===== src/hdl/ctt_pkg.sv =====
// Shared types and constants for the callback timer table.
package ctt_pkg;

    localparam int ADDR_W = 48;
    localparam int REP_W  = 16;
    localparam int SLOT_W = 4;

    localparam logic CMD_TICK = 1'b0;
    localparam logic CMD_ARM  = 1'b1;

    typedef struct packed {
        logic arm;
        logic start;
        logic eval;
        logic adv;
        logic flush;
    } t_cmd;

    typedef struct packed {
        logic cur_valid;
        logic cur_pend;
        logic idx_last;
        logic held_v;
        logic out_free;
    } t_stat;

endpackage


===== src/hdl/ctt_in_if.sv =====
// Input channel of the callback timer table: arm and tick words.
interface ctt_in_if #(
    parameter int TIME_BITS = 32
);
    logic                 valid;
    logic                 ready;
    logic                 cmd;
    logic [3:0]           slot;
    logic [47:0]          callback_addr;
    logic [TIME_BITS-1:0] wait_time;
    logic [15:0]          repeat_count;
    logic                 repeat_forever;
    logic [TIME_BITS-1:0] delta_time;

    modport source (
        output valid, cmd, slot, callback_addr, wait_time, repeat_count,
               repeat_forever, delta_time,
        input  ready
    );
    modport sink (
        input  valid, cmd, slot, callback_addr, wait_time, repeat_count,
               repeat_forever, delta_time,
        output ready
    );
endinterface


===== src/hdl/ctt_out_if.sv =====
// Output channel of the callback timer table: fire report words.
interface ctt_out_if;
    logic        valid;
    logic        ready;
    logic        fired;
    logic [3:0]  fired_slot;
    logic [47:0] fired_addr;
    logic        last;

    modport source (
        output valid, fired, fired_slot, fired_addr, last,
        input  ready
    );
    modport sink (
        input  valid, fired, fired_slot, fired_addr, last,
        output ready
    );
endinterface


===== src/hdl/callback_timer_table.sv =====
// Top level of the callback timer table: controller and datapath.
// Arm word: accepted while idle, no result.
// Tick word: walks slots in order; a free slot is passed over in the read state, an armed
// slot is read and then evaluated, and the walk ends by emitting the last word; it stalls
// while the output register is busy.
// Reset clears the valid and pending bits and control; slot fields are written by arm.
module callback_timer_table import ctt_pkg::*; #(
    parameter int SLOTS     = 16,
    parameter int TIME_BITS = 32
) (
    input  logic          i_clk,
    input  logic          i_rst_n,
    ctt_in_if.sink        i_in,
    ctt_out_if.source     o_out
);

    t_cmd  cmd;
    t_stat stat;

    ctt_ctrl u_ctrl (
        .i_clk      (i_clk),
        .i_rst_n    (i_rst_n),
        .i_in_valid (i_in.valid),
        .i_in_cmd   (i_in.cmd),
        .o_in_ready (i_in.ready),
        .i_stat     (stat),
        .o_cmd      (cmd)
    );

    ctt_dp #(
        .SLOTS     (SLOTS),
        .TIME_BITS (TIME_BITS)
    ) u_dp (
        .i_clk            (i_clk),
        .i_rst_n          (i_rst_n),
        .i_cmd            (cmd),
        .o_stat           (stat),
        .i_slot           (i_in.slot),
        .i_callback_addr  (i_in.callback_addr),
        .i_wait_time      (i_in.wait_time),
        .i_repeat_count   (i_in.repeat_count),
        .i_repeat_forever (i_in.repeat_forever),
        .i_delta_time     (i_in.delta_time),
        .o_valid          (o_out.valid),
        .i_ready          (o_out.ready),
        .o_fired          (o_out.fired),
        .o_fired_slot     (o_out.fired_slot),
        .o_fired_addr     (o_out.fired_addr),
        .o_last           (o_out.last)
    );

endmodule


===== src/hdl/ctt_dp.sv =====
// Datapath of the callback timer table: slot store, walk index, held fire and output register.
module ctt_dp import ctt_pkg::*; #(
    parameter int SLOTS     = 16,
    parameter int TIME_BITS = 32
) (
    input  logic                 i_clk,
    input  logic                 i_rst_n,
    input  t_cmd                 i_cmd,
    output t_stat                o_stat,
    input  logic [SLOT_W-1:0]    i_slot,
    input  logic [ADDR_W-1:0]    i_callback_addr,
    input  logic [TIME_BITS-1:0] i_wait_time,
    input  logic [REP_W-1:0]     i_repeat_count,
    input  logic                 i_repeat_forever,
    input  logic [TIME_BITS-1:0] i_delta_time,
    output logic                 o_valid,
    input  logic                 i_ready,
    output logic                 o_fired,
    output logic [SLOT_W-1:0]    o_fired_slot,
    output logic [ADDR_W-1:0]    o_fired_addr,
    output logic                 o_last
);

    localparam int IDX_W = (SLOTS > 1) ? $clog2(SLOTS) : 1;

    logic [ADDR_W-1:0]    mem_addr    [SLOTS];
    logic [TIME_BITS-1:0] mem_wait    [SLOTS];
    logic [TIME_BITS-1:0] mem_elapsed [SLOTS];
    logic [REP_W-1:0]     mem_rep     [SLOTS];
    logic                 mem_forever [SLOTS];

    logic [ADDR_W-1:0]    r_rd_addr;
    logic [TIME_BITS-1:0] r_rd_wait;
    logic [TIME_BITS-1:0] r_rd_elapsed;
    logic [REP_W-1:0]     r_rd_rep;
    logic                 r_rd_forever;

    logic [SLOTS-1:0]     r_valid;
    logic [SLOTS-1:0]     r_pend;
    logic [IDX_W-1:0]     r_idx;
    logic [TIME_BITS-1:0] r_delta;

    logic                 r_h_v;
    logic [SLOT_W-1:0]    r_h_slot;
    logic [ADDR_W-1:0]    r_h_addr;

    logic                 r_o_v;
    logic                 r_o_fired;
    logic [SLOT_W-1:0]    r_o_slot;
    logic [ADDR_W-1:0]    r_o_addr;
    logic                 r_o_last;

    logic                 arm_ok;
    logic [IDX_W-1:0]     arm_idx;
    logic [TIME_BITS:0]   sum;
    logic [TIME_BITS-1:0] sat_sum;
    logic                 out_free;
    logic                 cur_pend;
    logic                 ev_fire;
    logic                 ev_reload;
    logic                 ev_dec;
    logic                 ev_wr_elapsed;
    logic [TIME_BITS-1:0] ev_elapsed;

    assign arm_ok   = ({4'b0, i_slot} < 8'(SLOTS));
    assign arm_idx  = IDX_W'(i_slot);
    assign out_free = !r_o_v || i_ready;
    assign cur_pend = r_pend[r_idx];

    assign sum     = {1'b0, r_rd_elapsed} + {1'b0, r_delta};
    assign sat_sum = sum[TIME_BITS] ? '1 : sum[TIME_BITS-1:0];

    always_comb begin
        ev_fire       = i_cmd.eval && cur_pend;
        ev_reload     = ev_fire && (r_rd_forever || (r_rd_rep != '0));
        ev_dec        = ev_fire && !r_rd_forever && (r_rd_rep != '0);
        ev_wr_elapsed = 1'b0;
        ev_elapsed    = '0;
        if (i_cmd.eval) begin
            if (cur_pend) begin
                ev_wr_elapsed = ev_reload;
            end else if (r_rd_elapsed < r_rd_wait) begin
                ev_wr_elapsed = 1'b1;
                ev_elapsed    = sat_sum;
            end
        end
    end

    // slot store: one write port, registered read at the walk index
    always_ff @(posedge i_clk) begin
        if (i_cmd.arm && arm_ok) begin
            mem_addr[arm_idx]    <= i_callback_addr;
            mem_wait[arm_idx]    <= i_wait_time;
            mem_elapsed[arm_idx] <= '0;
            mem_rep[arm_idx]     <= i_repeat_count;
            mem_forever[arm_idx] <= i_repeat_forever;
        end else begin
            if (ev_wr_elapsed) begin
                mem_elapsed[r_idx] <= ev_elapsed;
            end
            if (ev_dec) begin
                mem_rep[r_idx] <= r_rd_rep - REP_W'(1);
            end
        end
        r_rd_addr    <= mem_addr[r_idx];
        r_rd_wait    <= mem_wait[r_idx];
        r_rd_elapsed <= mem_elapsed[r_idx];
        r_rd_rep     <= mem_rep[r_idx];
        r_rd_forever <= mem_forever[r_idx];
    end

    always_ff @(posedge i_clk) begin
        if (!i_rst_n) begin
            r_valid <= '0;
            r_pend  <= '0;
            r_idx   <= '0;
            r_h_v   <= 1'b0;
            r_o_v   <= 1'b0;
        end else begin
            if (i_cmd.arm && arm_ok) begin
                r_valid[arm_idx] <= 1'b1;
                r_pend[arm_idx]  <= 1'b0;
            end
            if (i_cmd.eval) begin
                if (cur_pend) begin
                    r_pend[r_idx] <= 1'b0;
                    if (!ev_reload) begin
                        r_valid[r_idx] <= 1'b0;
                    end
                end else if (r_rd_elapsed >= r_rd_wait) begin
                    r_pend[r_idx] <= 1'b1;
                end
            end
            if (i_cmd.start) begin
                r_idx <= '0;
            end else if (i_cmd.adv) begin
                r_idx <= r_idx + IDX_W'(1);
            end

            if (i_ready) begin
                r_o_v <= 1'b0;
            end
            if (ev_fire && r_h_v) begin
                r_o_v <= 1'b1;
            end
            if (i_cmd.flush) begin
                r_o_v <= 1'b1;
            end

            if (i_cmd.start || i_cmd.flush) begin
                r_h_v <= 1'b0;
            end else if (ev_fire) begin
                r_h_v <= 1'b1;
            end
        end
    end

    always_ff @(posedge i_clk) begin
        if (i_cmd.start) begin
            r_delta <= i_delta_time;
        end
        if (ev_fire) begin
            r_h_slot <= SLOT_W'(r_idx);
            r_h_addr <= r_rd_addr;
        end
        if (ev_fire && r_h_v) begin
            r_o_fired <= 1'b1;
            r_o_slot  <= r_h_slot;
            r_o_addr  <= r_h_addr;
            r_o_last  <= 1'b0;
        end else if (i_cmd.flush) begin
            r_o_fired <= r_h_v;
            r_o_slot  <= r_h_v ? r_h_slot : '0;
            r_o_addr  <= r_h_v ? r_h_addr : '0;
            r_o_last  <= 1'b1;
        end
    end

    assign o_stat.cur_valid = r_valid[r_idx];
    assign o_stat.cur_pend  = cur_pend;
    assign o_stat.idx_last  = (r_idx == IDX_W'(SLOTS - 1));
    assign o_stat.held_v    = r_h_v;
    assign o_stat.out_free  = out_free;

    assign o_valid      = r_o_v;
    assign o_fired      = r_o_fired;
    assign o_fired_slot = r_o_slot;
    assign o_fired_addr = r_o_addr;
    assign o_last       = r_o_last;

    a_no_overwrite: assert property (@(posedge i_clk) disable iff (!i_rst_n)
        (ev_fire && r_h_v) |-> out_free)
        else $error("held fire pushed into a busy output register");

    a_flush_free: assert property (@(posedge i_clk) disable iff (!i_rst_n)
        i_cmd.flush |-> out_free)
        else $error("final word pushed into a busy output register");

    a_arm_vs_walk: assert property (@(posedge i_clk) disable iff (!i_rst_n)
        i_cmd.arm |-> !(i_cmd.eval || i_cmd.adv || i_cmd.flush))
        else $error("arm overlaps a tick walk");

    a_flush_clears_held: assert property (@(posedge i_clk) disable iff (!i_rst_n)
        i_cmd.flush |=> !r_h_v && r_o_v && r_o_last)
        else $error("tick did not end with a last word");

endmodule


===== src/hdl/ctt_ctrl.sv =====
// Controller of the callback timer table: accepts words and sequences the slot walk.
module ctt_ctrl import ctt_pkg::*; (
    input  logic  i_clk,
    input  logic  i_rst_n,
    input  logic  i_in_valid,
    input  logic  i_in_cmd,
    output logic  o_in_ready,
    input  t_stat i_stat,
    output t_cmd  o_cmd
);

    typedef enum logic [1:0] {
        S_IDLE,
        S_RD,
        S_EV,
        S_FIN
    } t_state;

    t_state r_state;
    t_state n_state;

    always_comb begin
        n_state    = r_state;
        o_cmd      = '0;
        o_in_ready = 1'b0;
        case (r_state)
            S_IDLE: begin
                o_in_ready = 1'b1;
                if (i_in_valid) begin
                    if (i_in_cmd == CMD_ARM) begin
                        o_cmd.arm = 1'b1;
                    end else begin
                        o_cmd.start = 1'b1;
                        n_state     = S_RD;
                    end
                end
            end
            S_RD: begin
                if (i_stat.cur_valid) begin
                    n_state = S_EV;
                end else if (i_stat.idx_last) begin
                    n_state = S_FIN;
                end else begin
                    o_cmd.adv = 1'b1;
                end
            end
            S_EV: begin
                if (!(i_stat.cur_pend && i_stat.held_v && !i_stat.out_free)) begin
                    o_cmd.eval = 1'b1;
                    if (i_stat.idx_last) begin
                        n_state = S_FIN;
                    end else begin
                        o_cmd.adv = 1'b1;
                        n_state   = S_RD;
                    end
                end
            end
            S_FIN: begin
                if (i_stat.out_free) begin
                    o_cmd.flush = 1'b1;
                    n_state     = S_IDLE;
                end
            end
            default: begin
                n_state = S_IDLE;
            end
        endcase
    end

    always_ff @(posedge i_clk) begin
        if (!i_rst_n) begin
            r_state <= S_IDLE;
        end else begin
            r_state <= n_state;
        end
    end

    a_tick_walks: assert property (@(posedge i_clk) disable iff (!i_rst_n)
        o_cmd.start |=> r_state == S_RD)
        else $error("tick accepted without starting the walk");

endmodule


===== src/flat_wrapper.sv =====
// flat-port wrapper written by rule: the top's interface ports become plain ports
module callback_timer_table_flat import ctt_pkg::*;
#(
    parameter int SLOTS     = 16,
    parameter int TIME_BITS = 32
)
  (i_clk, i_rst_n, i_in_valid, i_in_cmd, i_in_slot, i_in_callback_addr, i_in_wait_time, i_in_repeat_count, i_in_repeat_forever, i_in_delta_time, i_in_ready, o_out_valid, o_out_fired, o_out_fired_slot, o_out_fired_addr, o_out_last, o_out_ready);
  ctt_in_if #(.TIME_BITS(TIME_BITS)) i_in_i ();
  ctt_out_if o_out_i ();
  input  logic i_clk;
  input  logic i_rst_n;
  input wire logic [$bits(i_in_i.valid)-1:0] i_in_valid;
  input wire logic [$bits(i_in_i.cmd)-1:0] i_in_cmd;
  input wire logic [$bits(i_in_i.slot)-1:0] i_in_slot;
  input wire logic [$bits(i_in_i.callback_addr)-1:0] i_in_callback_addr;
  input wire logic [$bits(i_in_i.wait_time)-1:0] i_in_wait_time;
  input wire logic [$bits(i_in_i.repeat_count)-1:0] i_in_repeat_count;
  input wire logic [$bits(i_in_i.repeat_forever)-1:0] i_in_repeat_forever;
  input wire logic [$bits(i_in_i.delta_time)-1:0] i_in_delta_time;
  output wire logic [$bits(i_in_i.ready)-1:0] i_in_ready;
  output wire logic [$bits(o_out_i.valid)-1:0] o_out_valid;
  output wire logic [$bits(o_out_i.fired)-1:0] o_out_fired;
  output wire logic [$bits(o_out_i.fired_slot)-1:0] o_out_fired_slot;
  output wire logic [$bits(o_out_i.fired_addr)-1:0] o_out_fired_addr;
  output wire logic [$bits(o_out_i.last)-1:0] o_out_last;
  input wire logic [$bits(o_out_i.ready)-1:0] o_out_ready;
  assign i_in_i.valid = i_in_valid;
  assign i_in_i.cmd = i_in_cmd;
  assign i_in_i.slot = i_in_slot;
  assign i_in_i.callback_addr = i_in_callback_addr;
  assign i_in_i.wait_time = i_in_wait_time;
  assign i_in_i.repeat_count = i_in_repeat_count;
  assign i_in_i.repeat_forever = i_in_repeat_forever;
  assign i_in_i.delta_time = i_in_delta_time;
  assign i_in_ready = i_in_i.ready;
  assign o_out_valid = o_out_i.valid;
  assign o_out_fired = o_out_i.fired;
  assign o_out_fired_slot = o_out_i.fired_slot;
  assign o_out_fired_addr = o_out_i.fired_addr;
  assign o_out_last = o_out_i.last;
  assign o_out_i.ready = o_out_ready;
  callback_timer_table #(.SLOTS(SLOTS), .TIME_BITS(TIME_BITS)) u_core (.i_clk(i_clk), .i_rst_n(i_rst_n), .i_in(i_in_i), .o_out(o_out_i));
endmodule

===== config.mk =====
export PLATFORM = sky130hd
export DESIGN_NAME = callback_timer_table_flat
export DESIGN_NICKNAME = d
export VERILOG_FILES = /design/src/hdl/ctt_pkg.sv /design/src/hdl/ctt_in_if.sv /design/src/hdl/ctt_out_if.sv /design/src/hdl/callback_timer_table.sv /design/src/hdl/ctt_dp.sv /design/src/hdl/ctt_ctrl.sv /design/src/flat_wrapper.sv
export SDC_FILE = /design/constraint.sdc
export NUM_CORES = 2
export LEC_CHECK = 0
export BUFFER_PORTS_ARGS = -buffer_cell sky130_fd_sc_hd__buf_2
export CAP_MARGIN = 40
export CORE_ASPECT_RATIO = 0.9
export CORE_UTILIZATION = 40
export DETAILED_ROUTE_END_ITERATION = 8
export PLACE_DENSITY = 0.59
export SYNTH_ARGS = -nofsm -noshare
export SYNTH_HDL_FRONTEND = slang
export SYNTH_SLANG_ARGS = --single-unit

===== constraint.sdc =====
create_clock -name i_clk -period 10.2 [get_ports i_clk]
set_input_delay 0.51 -clock i_clk [delete_from_list [all_inputs] [get_ports i_clk]]
set_output_delay 0.51 -clock i_clk [all_outputs]
set_load 0.02 [all_outputs]

---- Word level (Yosys, flattened, before mapping) ----
Memories as Yosys holds them, arrays and structs flattened. A register that Yosys moved wholly into a read port is not among the register bits.
Cells that the tools add are included.
word-level totals
  bits in latches ......................... 0
  input bits .............................. 138
  memories kept ........................... 5
  register bits ........................... 178
  ROM bits ................................ 0
  RAM bits ................................ 2064
  output and inout bits ................... 56
operators by class
  div/mod/pow operators ................... 0
  multipliers ............................. 0
  eq/ne operators ......................... 9
  bitwise logic cells ..................... 8
  shift-type cells ........................ 0
  muxes and demuxes ....................... 68
  order comparisons ....................... 6
  reduce and logical (&&, ||, !) cells .... 24
  $add $sub $neg .......................... 3
memories
  memory                   depth  bits a word  rd ports  clocked after memory_dff  write ports  line          text
  u_core.u_dp.mem_addr     16     48           1         1                         1            ctt_dp.sv:26  logic [ADDR_W-1:0] mem_addr [SLOTS];
  u_core.u_dp.mem_elapsed  16     32           1         1                         1            ctt_dp.sv:28  logic [TIME_BITS-1:0] mem_elapsed [SLOTS];
  u_core.u_dp.mem_wait     16     32           1         1                         1            ctt_dp.sv:27  logic [TIME_BITS-1:0] mem_wait [SLOTS];
  u_core.u_dp.mem_rep      16     16           1         1                         1            ctt_dp.sv:29  logic [REP_W-1:0] mem_rep [SLOTS];
  u_core.u_dp.mem_forever  16     1            1         1                         1            ctt_dp.sv:30  logic mem_forever [SLOTS];
operators by type and width
  operator                                              number
  2-to-1 mux 16 bit                                     11
  2-to-1 mux 32 bit                                     5
  2-to-1 mux 48 bit                                     3
  bitwise AND 16 bit                                    3
  adder 32 x 32 -> 33 bit                               1
  >= comparator 32 bit                                  1
  < comparator 32 bit                                   1
  NOT 16 bit                                            2
  bitwise OR 16 bit                                     2
  OR reduction 32 bit                                   1
  2-to-1 mux 1 bit                                      28
  2-to-1 mux 2 bit                                      10
  2-to-1 mux 4 bit                                      5
  nonzero test 16 bit                                   1
  OR reduction 16 bit                                   1
  subtractor 16 x 1 -> 16 bit (second input constant)   1
  < comparator 4 x 5 -> 1 bit (second input constant)   2
  logical AND 1 bit                                     9
  binary-select mux 1 bit (select 4 bit)                2
  demux 1 bit (select 4 bit)                            2
  >= comparator 4 x 1 -> 1 bit (second input constant)  2
  inequality test 2 bit (second input constant)         4
  one-hot mux 2 bit (4 select lines)                    1
  AND reduction 5 bit                                   1
  13 further kinds                                      19

---- Longest topological paths before layout ----
  depth after elaboration ................. 15
  gate-level depth with buffers ........... 12
  mapped depth without buffers ............ 10

---- Hierarchy ----
A second synthesis with hierarchy kept.
second synthesis, totals
  cell total of the unflattened synthesis .. 3953
  area total of the unflattened synthesis .. 89838.7 sq um
modules (own cells, without submodules)
  module    times used  seq. area each (sq um)  area each (sq um)  cells each
  ctt_dp    1           69446.6                 89604.7            3922
  ctt_ctrl  1           40.0                    234.0              31

---- Worst setup path before layout ----
Ideal clock, no wire load.
  path kind ............................... register -> register
  start point ............................. register u_core.u_ctrl.r_state[0]
  end point ............................... memory u_core.u_dp.mem_elapsed[3][0], enable pin
  library setup time ...................... 466 ps
  path slack .............................. 896 ps
  data arrival time ....................... 8838 ps
  clock period less this slack ............ 9304 ps
  required time ........................... 9734 ps
  stages on the path, launching flop included .. 9
  cells stage by stage .................... dfxtp_1 inv_1 ha_1 and3_1 clkbuf_1 nand3_1 nor3_1 inv_1 o21ai_0
between the ends
  longest elaborated chain between the ends .. 11
  elaborated cells on any way between the ends .. 16
RTL lines
  element                                                                line            text
  start, declared                                                        ctt_ctrl.sv:19  t_state r_state;
  start signal, assigned                                                 ctt_ctrl.sv:74  r_state <= n_state;
  equality test 2 bit                                                    ctt_ctrl.sv:26  case (r_state)
  2-to-1 mux 1 bit                                                       ctt_ctrl.sv:26
  logical AND 1 bit                                                      ctt_dp.sv:74    ev_fire = i_cmd.eval && cur_pend;
  logical AND 1 bit                                                      ctt_dp.sv:75    ev_reload = ev_fire && (r_rd_forever || (r_rd_rep != '0));
  2-to-1 mux 1 bit                                                       ctt_dp.sv:80    if (cur_pend) begin
  2-to-1 mux 1 bit                                                       ctt_dp.sv:79    if (i_cmd.eval) begin
  2-to-1 mux 1 bit                                                       ctt_dp.sv:98    if (ev_wr_elapsed) begin
  2-to-1 mux 1 bit                                                       ctt_dp.sv:91    if (i_cmd.arm && arm_ok) begin
  2-to-1 mux 1 bit (implied by the code)                                 ctt_dp.sv:99    mem_elapsed[r_idx] <= ev_elapsed;
  OR reduction 32 bit (no source line)                                   n/a
  2-to-1 mux 4 bit (no source line) or 2-to-1 mux 1 bit (tied branches)  n/a
  end, declared                                                          ctt_dp.sv:28
Several ways; a longest one is shown, not always the timed one.

==> flow_metrics.env <==
export IMPL_status="finished clean"
export IMPL_critPathRequiredTime_ns=10.96
export IMPL_antenna_found_initial=23
export IMPL_swShare_pct=22.1
export IMPL_hpwl_um=120000
export IMPL_slew_violations=0
export IMPL_hold_depth=3
export IMPL_setup_tns_ns=0
export IMPL_numCtsBuffers=227
export IMPL_fmax_mhz=207
export IMPL_cts_reportedPaths_clkPinSlew_ns=0.06
export IMPL_ff2ff_setup_slack_ns=5.36
export IMPL_insertion_delay_ns=0.89
export IMPL_synth_edf_count=2200
export IMPL_drtIter0Drc=4204
export IMPL_drc=0
export IMPL_post_route_min_period_ns=4.84
export IMPL_skew_ns=0.101
export IMPL_finalSetupViolCount=0
export IMPL_ioPinCount=194
export IMPL_syn_area_um2=90000
export IMPL_r2r_start="u_core.u_dp.r_idx[0]$_SDFFE_PP0P_"
export IMPL_seq_area_um2=69500
export IMPL_n_fill_cell=18100
export IMPL_r2r_cells=8
export IMPL_setup_slack_ns=5.36
export IMPL_finalHoldViolations=0
export IMPL_rows=164
export IMPL_grt_pass1_vias=43400
export IMPL_powerDensity_nw_per_um2=202
export IMPL_cts_max_path_buffers=3
export IMPL_startpoint="u_core.u_dp.r_idx[0]$_SDFFE_PP0P_"
export IMPL_synth_cells=3997
export IMPL_yosysSeqAreaShare_pct=77.2
export IMPL_drive_above_1_share_pct=30.3
export IMPL_via_count=42400
export IMPL_critPathMaxFanout=94
export IMPL_synth_seq_cells=2371
export IMPL_grt_usage_pct=19.0
export IMPL_p_switching_uw=4680
export IMPL_dr_pass1_iters=5
export IMPL_power_frac_comb_pct=7.8
export IMPL_place_ws_ns=5.09
export IMPL_ys_warn_count=0
export IMPL_cts_tree="yes"
export IMPL_wirelength_um=214000
export IMPL_endpoint_kind="flop"
export IMPL_grt_pass1_wl_um=311000
export IMPL_power_leakage_uw=0.0331
export IMPL_syn_area_per_cell_um2=22.5
export IMPL_wl_per_cell_um=27.9
export IMPL_worstHoldPathType="input port to flop"
export IMPL_gp_congestion=0.832
export IMPL_grt_setup_unrepaired="false"
export IMPL_cts_sinks=2371
export IMPL_port_buffers=193
export IMPL_overflow=0
export IMPL_initial_core_util_pct=40.4
export IMPL_async_flop_share_pct=0
export IMPL_multi_input_area_um2=19700
export IMPL_clkPwrFrac_pct=40.4
export IMPL_start_kind="flop"
export IMPL_area_growth_syn_to_layout_pct=16.7
export IMPL_syn_nets=4209
export IMPL_arrival_ns=5.59
export IMPL_grt_max_degree=138
export IMPL_hold_end="u_core.u_dp.mem_rep[6][8]$_DFFE_PP_"
export IMPL_fp_dieW_um=502
export IMPL_relSlewSlack_pct=22.1
export IMPL_die_y_um=452
export IMPL_avgViaCountPerCell=5.51
export IMPL_path_class="flop to flop"
export IMPL_drv_cap=0
export IMPL_fp_dieArea_um2=227000
export IMPL_hold_start="i_in_repeat_count[8]"
export IMPL_cts_max_level=4
export IMPL_pwr_share_seq_pct=51.8
export IMPL_vdd_ir_drop_max_v=0.000172
export IMPL_synth_cell_types=76
export IMPL_tightest_slew_ns=1.17
export IMPL_cts_root_buffer_cell="clkbuf_16"
export IMPL_period_share_pct=47.4
export IMPL_r2r_end="u_core.u_dp.r_rd_addr[29]$_DFF_P_"
export IMPL_cts_setup_buffers=0
export IMPL_synthFlopType="edfxtp_1"
export IMPL_antenna_left=0
export IMPL_nets=4718
export IMPL_p_int_uw=16500
export IMPL_core_area_um2=223000
power groups by stage:
stage	Clock [uW]	Sequential, uW	Combinational, uW
finish	8550	11000	1640
floorplan	0	11100	1110
CTS	8720	11000	1670
global placement	0	11200	1550
global route	9060	11000	1790
detailed placement	0	11200	1620
worst max-delay path, stage by stage (launching register included):
cell and delay [ns]:
dfxtp_4 0.79, buf_12 0.64, buf_4 0.77, buf_4 0.44, buf_16 0.29, buf_4 0.32
buf_16 0.28, mux4_2 0.56, mux4_2 0.49
final cells by class:
type / instances / area share [%]
clock inverters: 125 / 1.46
diodes: 6 / 0.0143
repair buffers: 473 / 3.93
clock buffers: 299 / 5.81
multi-input cells: 1371 / 18.7
flip-flops and latches: 2371 / 66.2
well taps: 2988 / 3.56
inverters: 62 / 0.261
worst max path at each step:
stage	slack (ns)	cells past startpoint	to
after global routing	4.91	7	u_core.u_dp.r_rd_addr[12]$_DFF_P_
after CTS	5.19	7	u_core.u_dp.r_rd_addr[12]$_DFF_P_
final	5.36	8	u_core.u_dp.r_rd_addr[29]$_DFF_P_
after global placement	4.67	6	u_core.u_dp.r_rd_addr[26]$_DFF_P_
after floorplan	0.90	8	u_core.u_dp.mem_elapsed[3][0]$_DFFE_PP_
after detailed placement	5.09	7	u_core.u_dp.r_rd_addr[20]$_DFF_P_
routing by layer:
metal  share of wire, %  wire, um  GRT usage, %
met1                 43     92700          26.6
met2                 50    107000          31.5
met3                5.0     10600          2.76
met4                1.9      4180          4.39
met5              0.035        76             0
per-stage QoR:
| step | hold WS [ns] | cells | total power [uW] | util (%) | area (um^2) |
|---|---|---|---|---|---|
| 3_3_place_gp | 0.390 | 7083 | 12700 | 42.6 | 94900 |
| 5_1_grt | 0.124 | 7693 | 21800 | 47.1 | 105000 |
| 4_1_cts | 0.0598 | 7689 | 21300 | 47.1 | 105000 |
| 2_1_floorplan | 0.386 | 3997 | 12200 | - | 90000 |
| 6_report | 0.130 | 7695 | 21200 | 47.1 | 105000 |
| 3_5_place_dp | 0.391 | 7152 | 12800 | 43.2 | 96200 |
timing repair:
action,4_1_cts,5_1_grt
gates resized for setup,0,0
hold buffers,113,0
hold endpoints to repair,1328,0
kinds of logic (layout without fill, tap and decap cells):
kind of cell    count (synthesis)  after routing  synth area share, %
flops                        2371           2371                 77.2
other cells                     0              6                    0
fa+ha+maj                      74             74                 1.04
mux                           656            656                 16.4
xor+xnor                       37             37                0.360
buf+inv                       255            959                 1.12
compound gates                288            288                 2.05
simple gates                  316            316                 1.77
state kept, by name (all words and copies together), names as in the netlist:
| register | cells |
|---|---|
| u_core.u_dp.mem_forever | 16 |
| u_core.u_dp.r_valid | 16 |
| u_core.u_dp.r_rd_rep | 16 |
| u_core.u_dp.o_valid | 1 |
| u_core.u_dp.r_rd_elapsed | 32 |
| u_core.u_dp.o_fired_slot | 4 |
| u_core.u_dp.r_h_addr | 48 |
| u_core.u_dp.r_idx | 4 |
| u_core.u_dp.o_last | 1 |
| u_core.u_dp.mem_elapsed | 512 |
| u_core.u_dp.mem_addr | 768 |
| u_core.u_dp.mem_wait | 512 |
| u_core.u_dp.r_rd_forever | 1 |
| u_core.u_dp.r_rd_wait | 32 |
| u_core.u_dp.r_h_v | 1 |
| u_core.u_dp.mem_rep | 256 |
| u_core.u_dp.o_fired_addr | 48 |
| u_core.u_dp.r_delta | 32 |
| u_core.u_dp.r_pend | 16 |
| u_core.u_dp.r_rd_addr | 48 |
| u_core.u_dp.o_fired | 1 |
| u_core.u_dp.r_h_slot | 4 |
| u_core.u_ctrl.r_state | 2 |
cell usage in the layout, fill, tap and decap left out, drive strengths merged, types with 24 or more instances in the layout:
cell and n:
nor2 78, nand2 80, and2 57, dfxtp 171, clkinv 86, o21ai 84, nand3 24, ha 73
clkbuf 299, buf 360, a21oi 79, dlygate4sd3 113, inv 70, mux4 655, edfxtp 2200, bufinv 26
a31oi 31
Yosys cell counts (all sizes together), types with 19 or more instances:
master  number  area share (%)
and2        57            0.40
xor2        19            0.18
buf         69            0.34
o21ai       84            0.47
edfxtp    2200              73
inv         62            0.26
nand2       80            0.34
clkbuf     124            0.52
dfxtp      171             3.8
a21oi       79            0.45
mux4       655              16
nand3       24            0.13
nor2        78            0.33
a21o        22            0.18
ha          73             1.0
a31oi       31            0.26
Power figures use the tool's default switching activity.
